==> src/flr_pkg.sv <==
// flr_pkg: shared types and constants for the framed link receiver
// used by flr_front, flr_queue, flr_back and framed_link_receiver
`default_nettype none

package flr_pkg;

  // number of data bytes kept after the command byte
  localparam int unsigned KEY_BYTES = 5;
  localparam int unsigned KEY_W     = KEY_BYTES * 8;
  localparam int unsigned SLOT_W    = (KEY_BYTES > 1) ? $clog2(KEY_BYTES) : 1;

  // header and frame position widths
  localparam int unsigned POS_W = 9;

  // queue between the parser and the frame checker
  localparam int unsigned QDEPTH  = 2;
  localparam int unsigned QPTR_W  = (QDEPTH > 1) ? $clog2(QDEPTH) : 1;
  localparam int unsigned QCNT_W  = $clog2(QDEPTH + 1);

  // command codes
  localparam logic [7:0] CMD_ACK  = 8'd1;
  localparam logic [7:0] CMD_NACK = 8'd2;
  localparam logic [7:0] CMD_KEYS = 8'd3;

  // reply codes
  localparam logic [1:0] REPLY_NONE = 2'd0;
  localparam logic [1:0] REPLY_ACK  = 2'd1;
  localparam logic [1:0] REPLY_NACK = 2'd2;

  typedef enum logic [1:0] {
    KIND_START,
    KIND_CMD,
    KIND_DATA,
    KIND_CHECK
  } flr_kind_e;

  // one classified byte; value is the length for start, the byte otherwise
  typedef struct packed {
    flr_kind_e         kind;
    logic [7:0]        value;
    logic              store;
    logic [SLOT_W-1:0] slot;
  } flr_item_t;

endpackage

`default_nettype wire

==> src/framed_link_receiver.sv <==
// framed_link_receiver: top level of the length framed link receiver
// depends on flr_pkg, flr_front, flr_queue and flr_back
//
// usage:
//   input channel: one link byte per request on rx_byte_i (in_valid_i /
//   in_ready_o). a frame is a length byte L, its complement, L payload
//   bytes (command first) and a modulo-256 checksum byte.
//   output channel: one request per frame on out_valid_o / out_ready_i
//   carrying pass/fail, command, length, key bytes, ack/nack flags, the
//   reply code and the wrapping bad frame count. header and payload bytes
//   give no result.
//   throughput: one byte per cycle while in_ready_o is high; the parser
//   classifies each byte as it arrives and the checker takes one queued
//   byte per cycle unless it holds at a checksum byte.
//   result: the accepted checksum byte goes into the queue, then through
//   the checker into the result register, which drives out_valid_o.
//   stall: while a result waits the checker still consumes payload bytes;
//   it holds only at the next checksum byte. the two entry queue then fills
//   and in_ready_o drops.
//   reset: rst_ni clears the header hunt, queue, sums and bad frame count;
//   the receiver starts hunting for a header right away.
`default_nettype none

module framed_link_receiver (
  input  wire logic                  clk_i,
  input  wire logic                  rst_ni,
  input  wire logic                  in_valid_i,
  output logic                       in_ready_o,
  input  wire logic [7:0]            rx_byte_i,
  output logic                       out_valid_o,
  input  wire logic                  out_ready_i,
  output logic                       frame_ok_o,
  output logic [7:0]                 command_o,
  output logic [7:0]                 payload_length_o,
  output logic                       keys_valid_o,
  output logic [flr_pkg::KEY_W-1:0]  key_data_o,
  output logic                       ack_seen_o,
  output logic                       nack_seen_o,
  output logic [1:0]                 reply_due_o,
  output logic [31:0]                bad_frames_o
);
  import flr_pkg::*;

  logic      push;
  flr_item_t push_item;
  logic      q_ready;
  logic      q_valid;
  flr_item_t q_item;
  logic      q_pop;

  assign in_ready_o = q_ready;

  flr_front u_front (
    .clk_i       (clk_i),
    .rst_ni      (rst_ni),
    .in_valid_i  (in_valid_i),
    .q_ready_i   (q_ready),
    .rx_byte_i   (rx_byte_i),
    .push_o      (push),
    .push_item_o (push_item)
  );

  flr_queue u_queue (
    .clk_i       (clk_i),
    .rst_ni      (rst_ni),
    .push_i      (push),
    .push_item_i (push_item),
    .ready_o     (q_ready),
    .valid_o     (q_valid),
    .item_o      (q_item),
    .pop_i       (q_pop)
  );

  flr_back u_back (
    .clk_i            (clk_i),
    .rst_ni           (rst_ni),
    .q_valid_i        (q_valid),
    .q_item_i         (q_item),
    .q_pop_o          (q_pop),
    .out_valid_o      (out_valid_o),
    .out_ready_i      (out_ready_i),
    .frame_ok_o       (frame_ok_o),
    .command_o        (command_o),
    .payload_length_o (payload_length_o),
    .keys_valid_o     (keys_valid_o),
    .key_data_o       (key_data_o),
    .ack_seen_o       (ack_seen_o),
    .nack_seen_o      (nack_seen_o),
    .reply_due_o      (reply_due_o),
    .bad_frames_o     (bad_frames_o)
  );

endmodule

`default_nettype wire

==> src/flr_front.sv <==
// flr_front: header hunt and byte classification
// depends on flr_pkg
`default_nettype none

module flr_front (
  input  wire logic               clk_i,
  input  wire logic               rst_ni,
  input  wire logic               in_valid_i,
  input  wire logic               q_ready_i,
  input  wire logic [7:0]         rx_byte_i,
  output logic                    push_o,
  output flr_pkg::flr_item_t      push_item_o
);
  import flr_pkg::*;

  logic [POS_W-1:0] position_q, position_d;
  logic [POS_W-1:0] total_q, total_d;
  logic [7:0]       first_q, first_d;
  logic             found_q, found_d;
  logic [POS_W-1:0] pos;
  logic [POS_W-1:0] k1;
  logic             accept;

  assign accept = in_valid_i && q_ready_i;
  assign pos    = position_q + POS_W'(1);
  assign k1     = pos - POS_W'(4);

  always_comb begin
    position_d        = position_q;
    total_d           = total_q;
    first_d           = first_q;
    found_d           = found_q;
    push_o            = 1'b0;
    push_item_o.kind  = KIND_DATA;
    push_item_o.value = rx_byte_i;
    push_item_o.store = 1'b0;
    push_item_o.slot  = k1[SLOT_W-1:0];
    if (accept) begin
      if (pos <= POS_W'(1) || (!found_q && pos > POS_W'(2))) begin
        first_d    = rx_byte_i;
        position_d = POS_W'(1);
        found_d    = 1'b0;
      end else if (pos == POS_W'(2)) begin
        if (rx_byte_i == ~first_q) begin
          total_d           = {1'b0, first_q} + POS_W'(3);
          found_d           = 1'b1;
          position_d        = POS_W'(2);
          push_o            = 1'b1;
          push_item_o.kind  = KIND_START;
          push_item_o.value = first_q;
        end else begin
          first_d    = rx_byte_i;
          position_d = POS_W'(1);
          found_d    = 1'b0;
        end
      end else if (pos < total_q) begin
        position_d = pos;
        push_o     = 1'b1;
        if (pos == POS_W'(3)) begin
          push_item_o.kind = KIND_CMD;
        end else begin
          push_item_o.kind  = KIND_DATA;
          // data slot counts from the byte after the command
          push_item_o.store = (k1 < POS_W'(KEY_BYTES));
        end
      end else begin
        // checksum byte closes the frame
        position_d       = '0;
        found_d          = 1'b0;
        push_o           = 1'b1;
        push_item_o.kind = KIND_CHECK;
      end
    end
  end

  always_ff @(posedge clk_i or negedge rst_ni) begin
    if (!rst_ni) begin
      position_q <= '0;
      total_q    <= '0;
      first_q    <= '0;
      found_q    <= 1'b0;
    end else begin
      position_q <= position_d;
      total_q    <= total_d;
      first_q    <= first_d;
      found_q    <= found_d;
    end
  end

endmodule

`default_nettype wire

==> src/flr_queue.sv <==
// flr_queue: short fifo of classified bytes between parser and checker
// depends on flr_pkg
`default_nettype none

module flr_queue (
  input  wire logic               clk_i,
  input  wire logic               rst_ni,
  input  wire logic               push_i,
  input  wire flr_pkg::flr_item_t push_item_i,
  output logic                    ready_o,
  output logic                    valid_o,
  output flr_pkg::flr_item_t      item_o,
  input  wire logic               pop_i
);
  import flr_pkg::*;

  flr_item_t         mem_q [QDEPTH];
  logic [QPTR_W-1:0] wptr_q, rptr_q;
  logic [QCNT_W-1:0] count_q;
  logic              do_push, do_pop;

  assign ready_o = (count_q != QCNT_W'(QDEPTH));
  assign valid_o = (count_q != '0);
  assign item_o  = mem_q[rptr_q];
  assign do_push = push_i && ready_o;
  assign do_pop  = pop_i && valid_o;

  always_ff @(posedge clk_i) begin
    if (do_push) begin
      mem_q[wptr_q] <= push_item_i;
    end
  end

  always_ff @(posedge clk_i or negedge rst_ni) begin
    if (!rst_ni) begin
      wptr_q  <= '0;
      rptr_q  <= '0;
      count_q <= '0;
    end else begin
      if (do_push) begin
        wptr_q <= (wptr_q == QPTR_W'(QDEPTH - 1)) ? '0 : wptr_q + QPTR_W'(1);
      end
      if (do_pop) begin
        rptr_q <= (rptr_q == QPTR_W'(QDEPTH - 1)) ? '0 : rptr_q + QPTR_W'(1);
      end
      if (do_push && !do_pop) begin
        count_q <= count_q + QCNT_W'(1);
      end else if (do_pop && !do_push) begin
        count_q <= count_q - QCNT_W'(1);
      end
    end
  end

endmodule

`default_nettype wire

==> src/flr_back.sv <==
// flr_back: checksum, command and key capture, result register
// depends on flr_pkg
`default_nettype none

module flr_back (
  input  wire logic               clk_i,
  input  wire logic               rst_ni,
  input  wire logic               q_valid_i,
  input  wire flr_pkg::flr_item_t q_item_i,
  output logic                    q_pop_o,
  output logic                    out_valid_o,
  input  wire logic               out_ready_i,
  output logic                    frame_ok_o,
  output logic [7:0]              command_o,
  output logic [7:0]              payload_length_o,
  output logic                    keys_valid_o,
  output logic [flr_pkg::KEY_W-1:0] key_data_o,
  output logic                    ack_seen_o,
  output logic                    nack_seen_o,
  output logic [1:0]              reply_due_o,
  output logic [31:0]             bad_frames_o
);
  import flr_pkg::*;

  logic [7:0]       sum_q, sum_d;
  logic [7:0]       cmd_q, cmd_d;
  logic [7:0]       plen_q, plen_d;
  logic [KEY_W-1:0] keys_q, keys_d;
  logic [31:0]      err_q, err_d;
  logic             out_valid_q;
  logic             is_check, finish;
  logic             ok, is_ack, is_nack;
  logic [1:0]       reply;

  assign is_check = (q_item_i.kind == KIND_CHECK);
  assign q_pop_o  = q_valid_i && (!is_check || !out_valid_q || out_ready_i);
  assign finish   = q_pop_o && is_check;

  assign ok      = (sum_q == q_item_i.value);
  assign is_ack  = (cmd_q == CMD_ACK);
  assign is_nack = (cmd_q == CMD_NACK);
  assign reply   = (is_ack || is_nack) ? REPLY_NONE : (ok ? REPLY_ACK : REPLY_NACK);

  always_comb begin
    sum_d  = sum_q;
    cmd_d  = cmd_q;
    plen_d = plen_q;
    keys_d = keys_q;
    err_d  = err_q;
    if (q_pop_o) begin
      case (q_item_i.kind)
        KIND_START: begin
          sum_d  = '0;
          cmd_d  = '0;
          keys_d = '0;
          plen_d = q_item_i.value;
        end
        KIND_CMD: begin
          cmd_d = q_item_i.value;
          sum_d = sum_q + q_item_i.value;
        end
        KIND_DATA: begin
          sum_d = sum_q + q_item_i.value;
          for (int i = 0; i < KEY_BYTES; i++) begin
            // earliest data byte lands in the top lane
            if (q_item_i.store && q_item_i.slot == SLOT_W'(i)) begin
              keys_d[(KEY_BYTES-1-i)*8 +: 8] = q_item_i.value;
            end
          end
        end
        KIND_CHECK: begin
          if (!ok) begin
            err_d = err_q + 32'd1;
          end
        end
        default: begin
          sum_d = sum_q;
        end
      endcase
    end
  end

  always_ff @(posedge clk_i or negedge rst_ni) begin
    if (!rst_ni) begin
      sum_q       <= '0;
      cmd_q       <= '0;
      plen_q      <= '0;
      keys_q      <= '0;
      err_q       <= '0;
      out_valid_q <= 1'b0;
    end else begin
      sum_q  <= sum_d;
      cmd_q  <= cmd_d;
      plen_q <= plen_d;
      keys_q <= keys_d;
      err_q  <= err_d;
      if (finish) begin
        out_valid_q <= 1'b1;
      end else if (out_ready_i) begin
        out_valid_q <= 1'b0;
      end
    end
  end

  // result register, loaded only when the previous result is gone
  always_ff @(posedge clk_i) begin
    if (finish) begin
      frame_ok_o       <= ok;
      command_o        <= cmd_q;
      payload_length_o <= plen_q;
      keys_valid_o     <= ok && (cmd_q == CMD_KEYS) && (plen_q == 8'(KEY_BYTES + 1));
      key_data_o       <= keys_q;
      ack_seen_o       <= ok && is_ack;
      nack_seen_o      <= ok && is_nack;
      reply_due_o      <= reply;
      bad_frames_o     <= err_d;
    end
  end

  assign out_valid_o = out_valid_q;

endmodule

`default_nettype wire
==> config.mk <==
export PLATFORM = sky130hd
export DESIGN_NAME = framed_link_receiver
export DESIGN_NICKNAME = d
export VERILOG_FILES = /design/src/flr_pkg.sv /design/src/framed_link_receiver.sv /design/src/flr_front.sv /design/src/flr_queue.sv /design/src/flr_back.sv
export SDC_FILE = /design/constraint.sdc
export NUM_CORES = 1
export LEC_CHECK = 0
export ABC_AREA = 1
export BUFFER_PORTS_ARGS = -buffer_cell sky130_fd_sc_hd__buf_2
export CAP_MARGIN = 10
export CORE_MARGIN = 3
export CORE_UTILIZATION = 59
export DETAILED_ROUTE_END_ITERATION = 16
export GPL_TIMING_DRIVEN = 0
export PLACE_DENSITY = 0.8
export SYNTH_ARGS = -nofsm -noshare
export SYNTH_HDL_FRONTEND = slang
export SYNTH_SLANG_ARGS = --single-unit
export TNS_END_PERCENT = 10
==> constraint.sdc <==
create_clock -name clk_i -period 5.6 [get_ports clk_i]
set_input_delay 0.28 -clock clk_i [delete_from_list [all_inputs] [get_ports clk_i]]
set_output_delay 0.28 -clock clk_i [all_outputs]
set_load 0.005 [all_outputs]
==> results.cfg, run 1 <==
[place]
gp_congestion = 0.902
io_buffers = 107
dp_hpwl_um = 16500

[power]
combPwrFrac_pct = 33.5
p_leak_nw = 5.84
switchingPower_mw = 2.41
sw_frac_of_total_pct = 36.4
p_per_area_nw_per_um2 = 514
totalPowerFinal_mw = 6.62
seqPwrFrac_pct = 42.0
intPower_mw = 4.21
pwr-share-clk_pct = 24.5
ir_drop_mv = 0.283

[global_routing]
antenna_found_initial = 0
overflow = 0
grt_start_max_net_pins = 72
grt_first_pass_wirelength_um = 38400
grt_usage_pct = 22.9
grt_pass1_vias = 7955

[finish]
register_area_sq_um = 6870
multi_input_area_sq_um = 3760
synthToLayoutAreaGrowth_pct = 15.2
antenna_cells = 0
drive_gt1_share_pct = 15.2
layout.nets = 1320
utilization_pct = 70.5
fillers = 1324

[worst_setup_path]
regToRegEndpoint = u_back.bad_frames_o[11]
cp.arrival_ns = 4.41
cp_max_fo = 29
worst-r2r-cell-count = 20
crit_chain = buf_4, inv_2, clkbuf_1, or2_2, o21ai_0, inv_1, ha_1, buf_2, nand3_1, o21ai_2, inv_2, nand2_1, inv_4, nand2_2, nor2_1, nand3_1, nor2_1, nand2_1, o21ai_0, nand2_1
crit_type = flip-flop to flip-flop
endpoint_kind = flip-flop
cp_common_cell = nand2_1
crit_end = u_back.bad_frames_o[11]
start_kind = flip-flop
rr_startpoint = u_queue.rptr_q
cp_top_family = simple AND/OR/NAND/NOR gates
crit_path_start = u_queue.rptr_q
max_stage_delay_ns = 0.37
path_depth = 20
crit_slowest_cell = inv_4
path_buf_inv = 7
worstPathRequired_ns = 5.86
r2r_slack_ns = 1.44

[clock_tree]
cts_hold_buf = 1
ctsResizeCount = 0
clk_latency_ns = 0.53
clock_sinks = 250
cts-root-buf = clkbuf_16
cts_tree = done
cts_buffers = 25
htreeDepth = 1
path_clk_slew_ns = 0.06
post_cts_buffers = 0
cts.path.max_buffers = 3

[floorplanning]
std_cell_rows = 49
start_util_pct = 61.3
die_area_sq_um = 20700
die_h_um = 144
ioPinCount = 108
die_width_um = 144
core_sq_um = 18300

[timing]
final-setup-viol-count = 0
maxSlewViolCount = 0
fin_worst_skew_ns = 0.0225
max_slew_margin_pct = 25.2
rsz0062_at_grt = no
worst_pin_slew_ns = 1.12
fmax_ghz = 0.240
period_needed_ns = 4.16
post-route-period-util_pct = 74.3
finalHoldViolCount = 0

[routing]
antenna_left = 0
drtIter0Drc = 699
wl_per_cell_um = 15.3
first_pass_iters = 6
wirelength_um = 23300
vias_per_cell = 5.40
drc_errors = 0
vias = 8248

[logic_synthesis]
ys_seq_elements = 250
yosysWarnings = 0
synth-main-ff-cell = dfrtp_1
yosysSeqAreaShare_pct = 61.4
syn_area_per_cell_sq_um = 9.79
synth_edf_count = 122
ys_types = 42
synth_top_area_share_pct = 32.7
yosys.area.top_type = edfxtp_1
syn_inst = 1143
synthTopCellsByArea = edfxtp_1 33%, dfrtp_1 29%, nand2_1 12%
yosysMostFrequentCell = nand2_1
syn_nets = 1183
ys_top_cells_by_count = 345 x nand2_1, 128 x dfrtp_1, 122 x edfxtp_1
netlist_area_sq_um = 11200
async_flop_share_pct = 51.2

[job]
max-cap-violations = 0

[outcome]
outcome = complete, no violations

[hold_path]
hold_path_class = primary input to flip-flop
-- worst reg2reg max path: stages, from the launching register on --
cell and delay [ns]:
dfrtp_1 0.32, buf_4 0.15, inv_2 0.05, clkbuf_1 0.20, or2_2 0.33, o21ai_0 0.15, inv_1 0.14, ha_1 0.22
buf_2 0.17, nand3_1 0.11, o21ai_2 0.13, inv_2 0.19, nand2_1 0.20, inv_4 0.37, nand2_2 0.21, nor2_1 0.21
nand3_1 0.15, nor2_1 0.19, nand2_1 0.13, o21ai_0 0.17, nand2_1 0.09
-- worst min path at each step --
| stage | start | endpoint | slack [ns] | depth (start not counted) |
|---|---|---|---|---|
| after global placement | u_back.cmd_q[1] | u_back.command_o[1] | 0.43 | 0 |
| after floorplan | rst_ni | u_back.cmd_q[0] | -0.02 | 0 |
| final | rx_byte_i[2] | u_front.first_q[2] | 0.04 | 3 |
| after CTS | rx_byte_i[2] | u_front.first_q[2] | 0.02 | 3 |
| after global routing | rx_byte_i[7] | u_front.first_q[7] | 0.04 | 3 |
| after detailed placement | rst_ni | u_back.keys_q[17] | 0.28 | 1 |
-- stage by stage --
stage	setup slack (ns)	setup TNS [ns]	cell area, sq um	hold WS (ns)	std cells
after floorplan	0.448	0	11200	-0.0156	1143
after global placement	-0.944	-16.35	12000	0.430	1479
after detailed placement	1.47	0	12100	0.280	1481
after CTS	1.44	0	12900	0.0185	1528
after global routing	1.00	0	12900	0.0411	1528
final	1.44	0	12900	0.0370	1528
-- flip-flops by register name (all words and copies together), names as in the netlist --
| register | flops |
|---|---|
| u_back.nack_seen_o | 1 |
| u_back.reply_due_o | 2 |
| u_back.command_o | 8 |
| u_front.total_q | 9 |
| u_front.first_q | 8 |
| u_back.ack_seen_o | 1 |
| u_back.payload_length_o | 8 |
| u_back.cmd_q | 8 |
| u_back.plen_q | 8 |
| u_back.err_q | 32 |
| u_back.keys_valid_o | 1 |
| u_queue.mem_q | 28 |
| u_queue.rptr_q | 1 |
| u_back.frame_ok_o | 1 |
| u_front.found_q | 1 |
| u_back.keys_q | 40 |
| u_front.position_q | 9 |
| u_queue.count_q | 2 |
| u_back.out_valid_o | 1 |
| u_back.sum_q | 8 |
| u_back.key_data_o | 40 |
| u_queue.wptr_q | 1 |
| u_back.bad_frames_o | 32 |
-- power groups by stage --
stage                     registers [mW]  logic [mW]  clock network [mW]
after floorplan                     2.80        1.43                   0
after global placement              2.82        2.09                   0
after detailed placement            2.80        2.20                   0
after CTS                           2.78        2.22                1.64
after global routing                2.83        2.52                1.72
final                               2.78        2.22                1.62
-- layout by cell type (no fill, tap or decap), types with 3 or more instances in the layout --
cell type  synthesis  final
clkbuf_16          0     25
edfxtp_1         122    122
o22ai_1            5      5
clkbuf_1          16     26
nor2_1            62     62
clkbuf_8           0      3
nand3_1           76     76
inv_2              5      5
buf_2              2    108
a21oi_1           11     11
nor4_1             6      6
xor2_1            24     24
xnor2_1           12     12
nand2_2           10     10
nand2_1          345    345
ha_1              27     27
nand4_1           11     11
buf_4              3      3
or2_2             12     12
inv_1            115    114
dfrtp_1          128    128
nor2_2            11     11
nor3_1            19     19
nand3b_1           4      4
o21ai_0           94     94
-- kinds of logic (layout without fill, tap and decap cells) --
kind of cell	Yosys count	count (layout)	share of synthesized area, %
AO/OA/AOI/OAI	117	117	5.45
flip-flops	250	250	61.4
XOR/XNOR	36	36	2.82
multiplexers	2	2	0.179
AND/OR/NAND/NOR	566	566	22.0
buffers and inverters	144	300	5.02
adder cells (fa/ha/maj)	28	28	3.20
-- layout make-up --
class                   count  share of cell area, %
well taps                 229                   2.22
clock inverters             8                  0.757
repair buffers            110                   4.71
multi-input cells         749                   29.2
clock buffers              38                   5.47
flip-flops and latches    250                   53.3
plain buffers              23                  0.835
inverters                 121                   3.54
-- layer usage --
layer	part of all wire [%]	global-route usage, %	wire [um]	vias to the layer above
li1	-	-	-	4028
met1	44	31.7	10200	3884
met2	48	37.7	11200	287
met3	6.3	3.83	1480	49
met4	2.3	6.79	526	0
met5	0	0	0	-
Power figures use the tool's default switching activity.
==> inputs of run 2 (changes only) <==
Clock period 5.6 ns to 4.1 ns, I/O delays scaled along.
==> run 2 against run 1 <==
Net effect: combinational power grew 41%; final cell count grew 0.85%; wire length grew 0.62%; critical path depth grew 1; critical endpoint unchanged; die area is the same; critical path type unchanged; via count grew 0.73%; hold slack lost 0.017 ns; largest cell class unchanged; cell area grew 0.88%.
==> results.cfg, run 2 (synthesis results as in run 1) <==
[outcome]
outcome = complete, no violations

[job]
max-cap-violations = 0

[clock_tree]
clk_latency_ns = 0.51
path_clk_slew_ns = 0.06
cts_tree = done
cts-root-buf = clkbuf_16
clock_sinks = 250
cts_buffers = 25
cts.path.max_buffers = 3
htreeDepth = 1

[global_routing]
antenna_found_initial = 0
grt_start_max_net_pins = 74
grt_first_pass_wirelength_um = 39000
grt_usage_pct = 23.3
overflow = 0
grt_pass1_vias = 7838

[worst_setup_path]
crit_chain = buf_4, inv_2, clkbuf_2, or2_2, o21ai_0, inv_1, ha_1, buf_4, nand3_1, o21ai_2, inv_4, nand2_4, clkinvlp_4, buf_12, nand2_2, nor2_2, nand3_2, nor2_2, nand2_1, o21ai_0, nand2_1
cp.arrival_ns = 3.98
max_stage_delay_ns = 0.34
crit_slowest_cell = dfrtp_1
cp_top_family = simple AND/OR/NAND/NOR gates
cp_max_fo = 28
worstPathRequired_ns = 4.35
start_kind = flip-flop
crit_type = flip-flop to flip-flop
path_buf_inv = 8
endpoint_kind = flip-flop

[finish]
utilization_pct = 71.2
layoutNonFillerInstCount = 1541
layout_commonest_cell = nand2_1
layout.nets = 1335
antenna_cells = 0
largestRegisters = u_back.key_data_o x40, u_back.keys_q x40
drive_gt1_share_pct = 16.0
finalInstanceArea_sq_um = 13000
mostFrequentLayoutCells = 344 x nand2_1, 128 x dfrtp_1, 122 x edfxtp_1
synthToLayoutAreaGrowth_pct = 16.2

[timing]
fmax_ghz = 0.268
worst_pin_slew_ns = 0.780
fin_worst_skew_ns = 0.00601
post-route-period-util_pct = 91.1
rsz0062_at_grt = no
period_needed_ns = 3.73
final-setup-viol-count = 0
maxSlewViolCount = 0
finalHoldViolCount = 0
max_slew_margin_pct = 47.5

[floorplanning]
die_h_um = 144
core_sq_um = 18300
ioPinCount = 108
die_area_sq_um = 20700
die_width_um = 144
start_util_pct = 61.3
std_cell_rows = 49

[place]
io_buffers = 107
dp_hpwl_um = 16500
place_area_sq_um = 12100
placed_cells = 1482
gp_congestion = 0.898

[power]
p_leak_nw = 5.90
totalPowerFinal_mw = 9.00
p_per_area_nw_per_um2 = 692
ir_drop_mv = 0.405

[routing]
first_pass_iters = 6
antenna_left = 0
wl_per_cell_um = 15.2
wirelength_um = 23500
vias = 8308
drtIter0Drc = 732
drc_errors = 0
vias_per_cell = 5.39

[hold_path]
hold_path_class = primary input to flip-flop
==> run 2: cell count changes in the layout (fill, tap and decap cells not counted), sizes merged <==
| cell | change |
|---|---|
| clkbuf | -4 |
| inv | -1 |
| clkinv | +6 |
| dlygate4sd3 | +8 |
| buf | +7 |
| bufinv | -2 |
| clkinvlp | -1 |
==> run 2: final timing paths <==
path                       depth (start not counted)            start  slack (ns)                      end
setup / recovery                                  21   u_queue.rptr_q        0.37  u_back.bad_frames_o[11]
hold / removal                                     3     rx_byte_i[0]        0.02       u_front.first_q[0]
setup reg to reg                                  21   u_queue.rptr_q        0.37  u_back.bad_frames_o[11]
hold reg to reg                                    0  u_back.cmd_q[1]        0.45      u_back.command_o[1]
max in group asynchronous                          3           rst_ni        3.11           u_queue.wptr_q
min in group asynchronous                          2           rst_ni        0.23        u_back.keys_q[19]
==> run 2: cell type report <==
class | count | area (sq um)
plain buffers | 23 | 111
clock buffers | 34 | 699
clock inverters | 10 | 53.8
fillers | 1373 | 5270
inverters | 121 | 460
multi-input cells | 749 | 3780
flip-flops and latches | 250 | 6870
well taps | 229 | 287
repair buffers | 125 | 744
==> run 2: power by group <==
part | internal (mW) | total (mW) | switching [mW]
registers | 3.47 | 3.79 | 0.320
logic | 1.03 | 3.12 | 2.09
clock network | 1.19 | 2.09 | 0.900
==> run 2: worst reg2reg max path, delay by kind of cell, from the launching register on <==
| family | cells | cell delay [ns] |
|---|---|---|
| compound gates | 3 | 0.49 |
| fa+ha+maj | 1 | 0.23 |
| buf+inv | 8 | 1.12 |
| flops | 1 | 0.34 |
| simple gates | 9 | 1.30 |
==> run 2: through the flow <==
| stage | setup WS, ns | setup TNS, ns | hold slack (ns) |
|---|---|---|---|
| 6_report | 0.367 | 0 | 0.0200 |
| 5_1_grt | 0.0551 | 0 | 0.0304 |
| 4_1_cts | 0.200 | 0 | 0.0113 |
| 3_5_place_dp | -0.110 | -0.141 | 0.199 |
| 3_3_place_gp | -1.12 | -61.35 | 0.430 |
| 2_1_floorplan | 0.0276 | 0 | -0.0906 |
==> run 2: repair_timing <==
item | in CTS | in global routing
endpoints found under the hold margin | 63 | 0
gates resized for setup | 0 | 1
endpoints found under the setup margin | 4 | 2
setup buffers | 1 | 4
hold buffers | 9 | 0
==> run 2: metal layers <==
layer	GRT usage, %	wire length, um
met1	33.8	10400
met5	0	0
met2	37.7	11000
met4	5.70	449
met3	3.19	1620
